--- src/cwu_pkg.sv ---
// ----------------------------------------------------------------------------
// cwu_pkg
// Shared types and constants for the congestion window update block.
// ----------------------------------------------------------------------------
`timescale 1ns / 1ps
`default_nettype none

package cwu_pkg;

	localparam int unsigned SEG_W   = 16;
	localparam int unsigned BYTES_W = 32;
	localparam int unsigned OP_W    = 2;
	localparam int unsigned CFG_IDX_W = 3;
	localparam int unsigned CFG_DATA_W = 32;
	localparam int unsigned CREDIT_W = BYTES_W + 1;
	localparam int unsigned DIV_W   = BYTES_W - 1;
	localparam int unsigned PROD_W  = BYTES_W + SEG_W;

	// event codes
	localparam logic [OP_W-1:0] OP_ACK     = 2'd0;
	localparam logic [OP_W-1:0] OP_LOSS    = 2'd1;
	localparam logic [OP_W-1:0] OP_TIMEOUT = 2'd2;
	localparam logic [OP_W-1:0] OP_RESTART = 2'd3;

	// register indexes
	localparam logic [CFG_IDX_W-1:0] REG_SEGMENT_SIZE      = 3'd0;
	localparam logic [CFG_IDX_W-1:0] REG_WINDOW_LIMIT      = 3'd1;
	localparam logic [CFG_IDX_W-1:0] REG_PROTOCOL_MODE     = 3'd2;
	localparam logic [CFG_IDX_W-1:0] REG_INITIAL_WINDOW    = 3'd3;
	localparam logic [CFG_IDX_W-1:0] REG_INITIAL_THRESHOLD = 3'd4;

	// register reset values
	localparam logic [SEG_W-1:0]   RST_SEGMENT_SIZE      = 16'd1460;
	localparam logic [BYTES_W-1:0] RST_WINDOW_LIMIT      = 32'd1048576;
	localparam logic               RST_PROTOCOL_MODE     = 1'b0;
	localparam logic [BYTES_W-1:0] RST_INITIAL_WINDOW    = 32'd4380;
	localparam logic [BYTES_W-1:0] RST_INITIAL_THRESHOLD = 32'd65535;

	localparam logic [BYTES_W-1:0] MIN_SEGMENTS = 32'd2;

	typedef struct packed {
		logic [OP_W-1:0]    operation;
		logic [BYTES_W-1:0] bytes_acked;
		logic [BYTES_W-1:0] flight_size;
		logic [SEG_W-1:0]   dupack_count;
	} cwu_req_t;

	typedef struct packed {
		logic [BYTES_W-1:0] window;
		logic [BYTES_W-1:0] threshold;
	} cwu_res_t;

endpackage

`default_nettype wire

--- src/congestion_window_update.sv ---
// ----------------------------------------------------------------------------
// congestion_window_update
// NewReno style congestion window and slow-start threshold keeper. Each
// request (ack, loss, retransmit timeout or restart) returns one response
// with the window and threshold after the event. Ack and restart requests
// are handled without the divider; loss and timeout requests first pass a
// restoring divider that retires one quotient bit per cycle over 31 bits,
// followed by one or two passes through a shared 32x16 multiplier. The
// block takes one request at a time; a finished response waits in an output
// register while the next request is accepted.
// ----------------------------------------------------------------------------
`timescale 1ns / 1ps
`default_nettype none

module congestion_window_update import cwu_pkg::*; (
	input  wire logic                  clk,
	input  wire logic                  arst_n,
	input  wire logic                  req_valid,
	output logic                       req_ready,
	input  wire cwu_req_t              req_data,
	output logic                       res_valid,
	input  wire logic                  res_ready,
	output cwu_res_t                   res_data,
	input  wire logic                  cfg_we,
	input  wire logic [CFG_IDX_W-1:0]  cfg_index,
	input  wire logic [CFG_DATA_W-1:0] cfg_wdata
);

	localparam logic [2:0] ST_IDLE  = 3'd0;
	localparam logic [2:0] ST_ACK   = 3'd1;
	localparam logic [2:0] ST_DIV   = 3'd2;
	localparam logic [2:0] ST_MUL_T = 3'd3;
	localparam logic [2:0] ST_MUL_W = 3'd4;
	localparam logic [2:0] ST_DONE  = 3'd5;

	localparam logic [4:0] DIV_LAST = 5'(DIV_W - 1);

	logic [SEG_W-1:0]   segment_size_q;
	logic [BYTES_W-1:0] window_limit_q;
	logic               protocol_mode_q;
	logic [BYTES_W-1:0] initial_window_q;
	logic [BYTES_W-1:0] initial_threshold_q;

	logic [BYTES_W-1:0]  cwnd_q;
	logic [BYTES_W-1:0]  ssthresh_q;
	logic [CREDIT_W-1:0] credit_q;

	logic [2:0]         state_q;
	cwu_req_t           req_q;
	logic [DIV_W-1:0]   div_q;
	logic [SEG_W-1:0]   rem_q;
	logic [4:0]         count_q;

	// divider step
	logic [SEG_W:0]     trial;
	logic               trial_ge;
	logic [SEG_W:0]     trial_sub;

	// ack arithmetic
	logic               slow_start;
	logic               credit_pos;
	logic [BYTES_W-1:0] ack_step;
	logic [BYTES_W-1:0] addend;
	logic [BYTES_W:0]   grow_sum;
	logic [BYTES_W-1:0] grow_capped;
	logic [CREDIT_W-1:0] credit_dec;

	// shared multiplier
	logic [BYTES_W-1:0] mul_a;
	logic [PROD_W-1:0]  prod;
	logic [BYTES_W-1:0] prod_sat;

	assign req_ready = (state_q == ST_IDLE);

	always_comb begin
		trial     = {rem_q, div_q[DIV_W-1]};
		trial_ge  = (trial >= {1'b0, segment_size_q});
		trial_sub = trial - {1'b0, segment_size_q};
	end

	always_comb begin
		slow_start = (cwnd_q < ssthresh_q);
		credit_pos = !credit_q[CREDIT_W-1] && (credit_q != '0);
		ack_step   = {{(BYTES_W-SEG_W){1'b0}}, segment_size_q};
		if (protocol_mode_q && (req_q.bytes_acked < ack_step)) begin
			ack_step = req_q.bytes_acked;
		end
		addend      = slow_start ? ack_step : {{(BYTES_W-SEG_W){1'b0}}, segment_size_q};
		grow_sum    = {1'b0, cwnd_q} + {1'b0, addend};
		grow_capped = (grow_sum > {1'b0, window_limit_q}) ? window_limit_q
			: grow_sum[BYTES_W-1:0];
		credit_dec  = credit_q - (protocol_mode_q ? {1'b0, req_q.bytes_acked}
			: {{(CREDIT_W-SEG_W){1'b0}}, segment_size_q});
	end

	always_comb begin
		if (state_q == ST_MUL_T) begin
			mul_a = ({1'b0, div_q} < MIN_SEGMENTS) ? MIN_SEGMENTS : {1'b0, div_q};
		end else begin
			mul_a = {1'b0, div_q} + {{(BYTES_W-SEG_W){1'b0}}, req_q.dupack_count};
		end
		prod     = {{SEG_W{1'b0}}, mul_a} * {{BYTES_W{1'b0}}, segment_size_q};
		prod_sat = (|prod[PROD_W-1:BYTES_W]) ? '1 : prod[BYTES_W-1:0];
	end

	// configuration registers
	always_ff @(posedge clk or negedge arst_n) begin
		if (!arst_n) begin
			segment_size_q      <= RST_SEGMENT_SIZE;
			window_limit_q      <= RST_WINDOW_LIMIT;
			protocol_mode_q     <= RST_PROTOCOL_MODE;
			initial_window_q    <= RST_INITIAL_WINDOW;
			initial_threshold_q <= RST_INITIAL_THRESHOLD;
		end else if (cfg_we) begin
			case (cfg_index)
				REG_SEGMENT_SIZE:      segment_size_q      <= cfg_wdata[SEG_W-1:0];
				REG_WINDOW_LIMIT:      window_limit_q      <= cfg_wdata[BYTES_W-1:0];
				REG_PROTOCOL_MODE:     protocol_mode_q     <= cfg_wdata[0];
				REG_INITIAL_WINDOW:    initial_window_q    <= cfg_wdata[BYTES_W-1:0];
				REG_INITIAL_THRESHOLD: initial_threshold_q <= cfg_wdata[BYTES_W-1:0];
				default: ;
			endcase
		end
	end

	// datapath registers
	always_ff @(posedge clk) begin
		case (state_q)
			ST_IDLE: begin
				if (req_valid) begin
					req_q   <= req_data;
					rem_q   <= '0;
					count_q <= '0;
					div_q   <= protocol_mode_q ? cwnd_q[BYTES_W-1:1]
						: req_data.flight_size[BYTES_W-1:1];
				end
			end
			ST_DIV: begin
				rem_q   <= trial_ge ? trial_sub[SEG_W-1:0] : trial[SEG_W-1:0];
				div_q   <= {div_q[DIV_W-2:0], trial_ge};
				count_q <= count_q + 5'd1;
			end
			default: ;
		endcase
	end

	// sequencer and connection state
	always_ff @(posedge clk or negedge arst_n) begin
		if (!arst_n) begin
			state_q    <= ST_IDLE;
			cwnd_q     <= RST_INITIAL_WINDOW;
			ssthresh_q <= RST_INITIAL_THRESHOLD;
			credit_q   <= '0;
			res_valid  <= 1'b0;
			res_data   <= '0;
		end else begin
			if ((state_q == ST_DONE) && (!res_valid || res_ready)) begin
				res_valid <= 1'b1;
			end else if (res_valid && res_ready) begin
				res_valid <= 1'b0;
			end
			case (state_q)
				ST_IDLE: begin
					if (req_valid) begin
						case (req_data.operation)
							OP_ACK: state_q <= ST_ACK;
							OP_RESTART: begin
								cwnd_q     <= initial_window_q;
								ssthresh_q <= initial_threshold_q;
								credit_q   <= '0;
								state_q    <= ST_DONE;
							end
							default: state_q <= ST_DIV;
						endcase
					end
				end
				ST_ACK: begin
					if (slow_start) begin
						cwnd_q <= grow_capped;
					end else if (credit_pos) begin
						credit_q <= credit_dec;
					end else begin
						cwnd_q   <= grow_capped;
						credit_q <= {1'b0, grow_capped};
					end
					state_q <= ST_DONE;
				end
				ST_DIV: begin
					if (count_q == DIV_LAST) begin
						state_q <= ST_MUL_T;
					end
				end
				ST_MUL_T: begin
					ssthresh_q <= prod_sat;
					credit_q   <= '0;
					if (req_q.operation == OP_LOSS) begin
						state_q <= ST_MUL_W;
					end else begin
						cwnd_q  <= {{(BYTES_W-SEG_W){1'b0}}, segment_size_q};
						state_q <= ST_DONE;
					end
				end
				ST_MUL_W: begin
					cwnd_q  <= protocol_mode_q ? ssthresh_q : prod_sat;
					state_q <= ST_DONE;
				end
				ST_DONE: begin
					if (!res_valid || res_ready) begin
						res_data.window    <= cwnd_q;
						res_data.threshold <= ssthresh_q;
						state_q            <= ST_IDLE;
					end
				end
				default: state_q <= ST_IDLE;
			endcase
		end
	end

endmodule

`default_nettype wire

--- config.mk ---
export PLATFORM = sky130hd
export DESIGN_NAME = congestion_window_update
export DESIGN_NICKNAME = d
export VERILOG_FILES = /design/src/cwu_pkg.sv /design/src/congestion_window_update.sv
export SDC_FILE = /design/constraint.sdc
export NUM_CORES = 2
export LEC_CHECK = 0
export ABC_AREA = 1
export BUFFER_PORTS_ARGS = -buffer_cell sky130_fd_sc_hd__buf_2
export CAP_MARGIN = 20
export CORE_UTILIZATION = 35
export CTS_CLUSTER_DIAMETER = 200
export DETAILED_ROUTE_END_ITERATION = 10
export GPL_ROUTABILITY_DRIVEN = 0
export HOLD_SLACK_MARGIN = 0.05
export REMOVE_ABC_BUFFERS = 1
export SYNTH_ARGS = -nofsm -noshare
export SYNTH_HDL_FRONTEND = slang
export SYNTH_SLANG_ARGS = --single-unit
--- constraint.sdc ---
create_clock -name clk -period 7.1 [get_ports clk]
set_input_delay 0.71 -clock clk [delete_from_list [all_inputs] [get_ports clk]]
set_output_delay 0.71 -clock clk [all_outputs]
set_load 0.01 [all_outputs]
# Word-level counts from Yosys, hierarchy flattened
# Index checks and enable logic that the tools add are counted.
[op_classes] add_sub_neg=5 mul=1 order_cmp=5 n_eq_ne=19 muxes=38 n_reduce_logical=30
[op_table] cell="32-bit 2-to-1 mux" n=14
[op_table] cell="33-bit 2-to-1 mux" n=4
[op_table] cell="32-bit one-hot mux with 4 select lines" n=1
[op_table] cell="33-bit one-hot mux with 3 select lines" n=1
[op_table] cell="31-bit 2-to-1 mux" n=3
[op_table] cell="32-bit one-hot mux with 2 select lines" n=1
[op_table] cell="31-bit one-hot mux with 2 select lines" n=1
[op_table] cell="32-bit by 16-bit multiplier with 48-bit output" n=1
[op_table] cell="32-bit by 32-bit adder with 33-bit output" n=1
[op_table] cell="33-bit by 32-bit > comparator with 1-bit output" n=1
[op_table] cell="33-bit nonzero test" n=1
[op_table] cell="33-bit by 32-bit subtractor with 33-bit output" n=1
[op_table] cell="31-bit by 16-bit adder with 32-bit output" n=1
[op_table] cell="32-bit by 16-bit less-than comparator with 1-bit output" n=1
[op_table] cell="32-bit less-than comparator" n=1
[op_table] cell="16-bit 2-to-1 mux" n=2
[op_table] cell="16-bit one-hot mux with 2 select lines" n=1
[op_table] cell="31-bit by 2-bit less-than comparator with 1-bit output, second input constant" n=1
[op_table] cell="17-bit by 16-bit >= comparator with 1-bit output" n=1
[op_table] cell="2-bit AND reduction" n=8
[op_table] cell="16-bit OR reduction" n=1
[op_table] cell="16-bit subtractor" n=1
[op_table] cell="3-bit one-hot mux with 5 select lines" n=1
[op_table] cell="3-bit by 2-bit == test with 1-bit output, second input constant" n=4
[op_table] cell="26 further kinds" n=45
[word_totals] regBits=380 in_bits=122 output_inout_bits=66 word_cells=116

# Longest topological paths before layout
[depth] depth_word=10 ltp_mapped=51 ltp_nobuf=49

# Least setup slack after synthesis
# No wires, ideal clock.
[synth_timing] path_type="register to register" start="register div_q[0]" end="register ssthresh_q[16]" setup_ns=0.133 arrival_ns=7.743 t_required_ns=6.967 setup_slack_ns=-0.776 path_stages_with_launch=44 path_buffers=3 period_less_slack_ns=7.876 cell_sequence="edfxtp_1 -> ha_1 -> inv_1 -> fa_1 -> o21ai_1 -> a21oi_1 -> nor2_1 -> nor2_1 -> o21a_1 -> o21ai_4 -> nand3_2 -> nor3_1 -> nand2_1 -> xor2_1 -> buf_2 -> nand2_1 -> fa_1 -> fa_1 -> [8 not listed] -> nand2_1 -> nor2_1 -> inv_2 -> nor2_1 -> nand2_1 -> nor2_1 -> nand2_1 -> nand4_1 -> nand2_1 -> nor2_1 -> nand2_1 -> nor2_2 -> and2_1 -> buf_4 -> buf_6 -> nand2_1 -> nor2_1 -> o22ai_1"
[synth_via] elab_chain_cells=7 elab_cells_between_ends=8 cone_classes="add/sub: 1; mul: 1; order compare: 1; mux: 4; reduce/logical: 1"
[synth_rtl] element="from (decl)" line_no="congestion_window_update.sv:50" source="logic [DIV_W-1:0] div_q;"
[synth_rtl] element="from (signal assigned)" line_no="congestion_window_update.sv:134" source="div_q <= protocol_mode_q ? cwnd_q[BYTES_W-1:1]"
[synth_rtl] element="from (signal assigned)" line_no="congestion_window_update.sv:140" source="div_q <= {div_q[DIV_W-2:0], trial_ge};"
[synth_rtl] element="31-bit by 2-bit less-than comparator with 1-bit output" line_no="congestion_window_update.sv:98" source="mul_a = ({1'b0, div_q} < MIN_SEGMENTS) ? MIN_SEGMENTS : {1'b0, div_q};"
[synth_rtl] element="31-bit 2-to-1 mux" line_no="congestion_window_update.sv:98"
[synth_rtl] element="32-bit 2-to-1 mux (*)" line_no="congestion_window_update.sv:97" source="if (state_q == ST_MUL_T) begin"
[synth_rtl] element="32-bit by 16-bit multiplier with 48-bit output (*)" line_no="congestion_window_update.sv:102" source="prod = {{SEG_W{1'b0}}, mul_a} * {{BYTES_W{1'b0}}, segment_size_q};"
[synth_rtl] element="16-bit OR reduction" line_no="congestion_window_update.sv:103" source="prod_sat = (|prod[PROD_W-1:BYTES_W]) ? '1 : prod[BYTES_W-1:0];"
[synth_rtl] element="32-bit 2-to-1 mux (*)" line_no="congestion_window_update.sv:103"
[synth_rtl] element="32-bit one-hot mux with 2 select lines (*)" line_no="congestion_window_update.sv:162" source="case (state_q)"
[synth_rtl] element="to (signal assigned)" line_no="congestion_window_update.sv:169" source="ssthresh_q <= initial_threshold_q;"
[synth_rtl] element="to (signal assigned)" line_no="congestion_window_update.sv:194" source="ssthresh_q <= prod_sat;"
[synth_rtl] element="to (decl)" line_no="congestion_window_update.sv:45" source="logic [BYTES_W-1:0] ssthresh_q;"
# Mark *: on every way between the ends. The rest lies on a longest branch, timed or not.
# A chain may end at the register's enable or synchronous reset.

# Final worst setup path
[layout_timing] start="register div_q[0]" end="register ssthresh_q[21]"
# Same word-level chain as after synthesis.

==> metrics.txt <==
sequential area share after synthesis=24.1%; Vias/cell=5.19; syn avg cell area=7.46 µm²; first-pass GRT wire length=240000 µm; Area contributors post-synth=fa_1 20%, dfrtp_1 14%, nand2_1 13%, ha_1 8.9%, inv_1 8.7%; final period utilization=120%; num ports=188; Synth warnings=0; CTS Hold Bufs=0; Max Freq=118 MHz; initial antenna violation count=7; antenna-violating nets left=0; final hold vios=0; RSZ-0062 raised after global routing=true; vias in the first global route=39700; total core area=118000 µm²; Cells after Synth=5600; 1st-pass router iterations=8; EDFF count, synth=102; Die W=348 µm; CTS tree=done; Layout area overhead=23.4%; clk buf depth=3; total die area=121000 µm²; placed wire-length estimate=128000 µm; CTS Root Cell=clkbuf_16; Initial DRC Count=3644; final setup violation count=64; final wirelength=160000 µm; synth cell count leaders=1484 x nand2_1, 968 x inv_1, 510 x nor2_1; via count=40300; H-tree depth=2; CTS clk-pin slew, worst paths=60 ps; Die Y=348 µm; drt drc=0; crit path DAT=8960 ps; PortBufs=186; top cell type's share of synthesized area=20.2%; Final Cell Area=51600 µm²; Critical Path Max Stage Delay=570 ps; Hold Crit Class=primary input to asynchronous set/reset pin; CTS Buf Count=44; peak fanout along the critical path=7; Slew headroom=30.8%; CP max-delay cell=fa_2; Core Util, Final=43.6%; final net count=7042; Worst-Margin Slew=1040 ps; placed cell areas=48200 µm²; Remaining Overflow, GRT=0; count of pins over their slew limit=0; layout cells sized above 1=18.8%; final critical-path required period=8490 ps; count leader, synth=nand2_1; async set-reset flop share out of synthesis=73.2%; Synth area leader=fa_1; Fin Hold WS=148 ps; Startpoint Class=flop; maxcap violations=0; Seq cells post-synth=380; largest net degree at the start of global routing=131; status=finished with violations; Final WS setup=-1390 ps; ys flop type=dfrtp_1; Post-Syn Area=41800 µm²; Post-Place Worst Slack=-1780 ps; Initial Util=35.3%; Yosys cell types=54; crit path kind=flop to flop; Tot GR Track Use=26.2%; row count=126; Crit. End Element=flop; drt wl/cell=20.6 µm; failing checks=setup timing; CP Data Required Time=7560 ps; clk_skew=28.9 ps; CTS Sinks=380; clk_lat worst skew=620 ps
## through the flow
step	instances	TNS (ps)
2_1_floorplan	5416	-267040
3_3_place_gp	7643	-108490
3_5_place_dp	7643	-109240
4_1_cts	7750	-80280
5_1_grt	7772	-110560
6_report	7773	-83730
## final cells by class
class / instances / area [µm²]
multi-input cells: 4035 / 28500
inverters: 1001 / 3800
well taps: 1536 / 1920
clock buffers: 58 / 1240
flip-flops and latches: 380 / 10100
diodes: 1 / 2.50
repair buffers: 738 / 5740
fillers: 11900 / 66700
clock inverters: 24 / 238
## routing by layer
metal  routed length [µm]  up-vias  track usage (%)
met5                   26        -                0
met4                11100        4             15.8
met3                11600      464             3.59
met2                73700     1708             42.6
met1                63700    19400             33.2
li1                     -    18800                -
## worst max-delay path: cells and delay by family, from the launching register on
| kind | cells | cell delay, ps |
|---|---|---|
| DFF | 1 | 350 |
| and+or+nand+nor | 19 | 1830 |
| buffers and inverters | 14 | 1240 |
| AOI/OAI and AO/OA | 5 | 760 |
| adders and majority gates | 9 | 3960 |
| xor gates and xnor gates | 1 | 170 |
## worst paths after layout
kind                       cells past startpoint                                   to                                 from  slack, ps
hold / removal                                 1             credit_q[16]$_DFFE_PN0P_                               arst_n        150
min in group clk                               1                  req_q[64]$_DFFE_PP_                         req_data[64]        270
max in group asynchronous                      2        segment_size_q[1]$_DFFE_PN0P_                               arst_n       5640
setup reg to reg                              48           ssthresh_q[21]$_DFFE_PN0P_                   div_q[0]$_DFFE_PP_      -1390
hold reg to reg                                2  initial_threshold_q[29]$_DFFE_PN0P_  initial_threshold_q[29]$_DFFE_PN0P_        480
setup / recovery                              48           ssthresh_q[21]$_DFFE_PN0P_                   div_q[0]$_DFFE_PP_      -1390
## state kept, by name (all words and copies together) (netlist names), 31 cells and up
register             cells
initial_threshold_q     32
initial_window_q        32
ssthresh_q              32
res_data                64
div_q                   31
req_q                   50
credit_q                33
cwnd_q                  32
window_limit_q          32
## logic make-up after synthesis
group           after synthesis  share of synthesized area (%)
buf+inv                    1200                           10.9
xor+xnor                     89                           1.87
fa+ha+maj                   720                           29.1
flops                       380                           24.1
compound gates              850                           11.2
other cells                   1                        0.00897
simple gates               2360                           22.8
## cells in the final DEF, fill, tap and decap left out, types with 34 or more instances in the layout
| cell | n |
|---|---|
| nor2_2 | 34 |
| nand2_2 | 52 |
| a21oi_1 | 242 |
| edfxtp_1 | 102 |
| dfstp_2 | 49 |
| xnor2_1 | 41 |
| buf_12 | 43 |
| clkbuf_16 | 46 |
| nand2_1 | 1412 |
| xor2_1 | 41 |
| buf_4 | 485 |
| nor2_1 | 458 |
| ha_1 | 263 |
| dfrtp_1 | 228 |
| inv_1 | 946 |
| o21ai_0 | 392 |
| nand3_1 | 183 |
| buf_2 | 185 |
| nand4_1 | 73 |
| fa_1 | 415 |
## timing repair
| action | 4_1_cts | 5_1_grt |
|---|---|---|
| setup endpoints to repair | 64 | 85 |
| setup buffers | 25 | 22 |
| cloned | 2 | 2 |
| gates resized for setup | 225 | 121 |
| pin swaps | 99 | 93 |
Power is left out: the tool's default activity adds up to more than one toggle a clock period on the data nets, which glitch-free logic cannot reach.
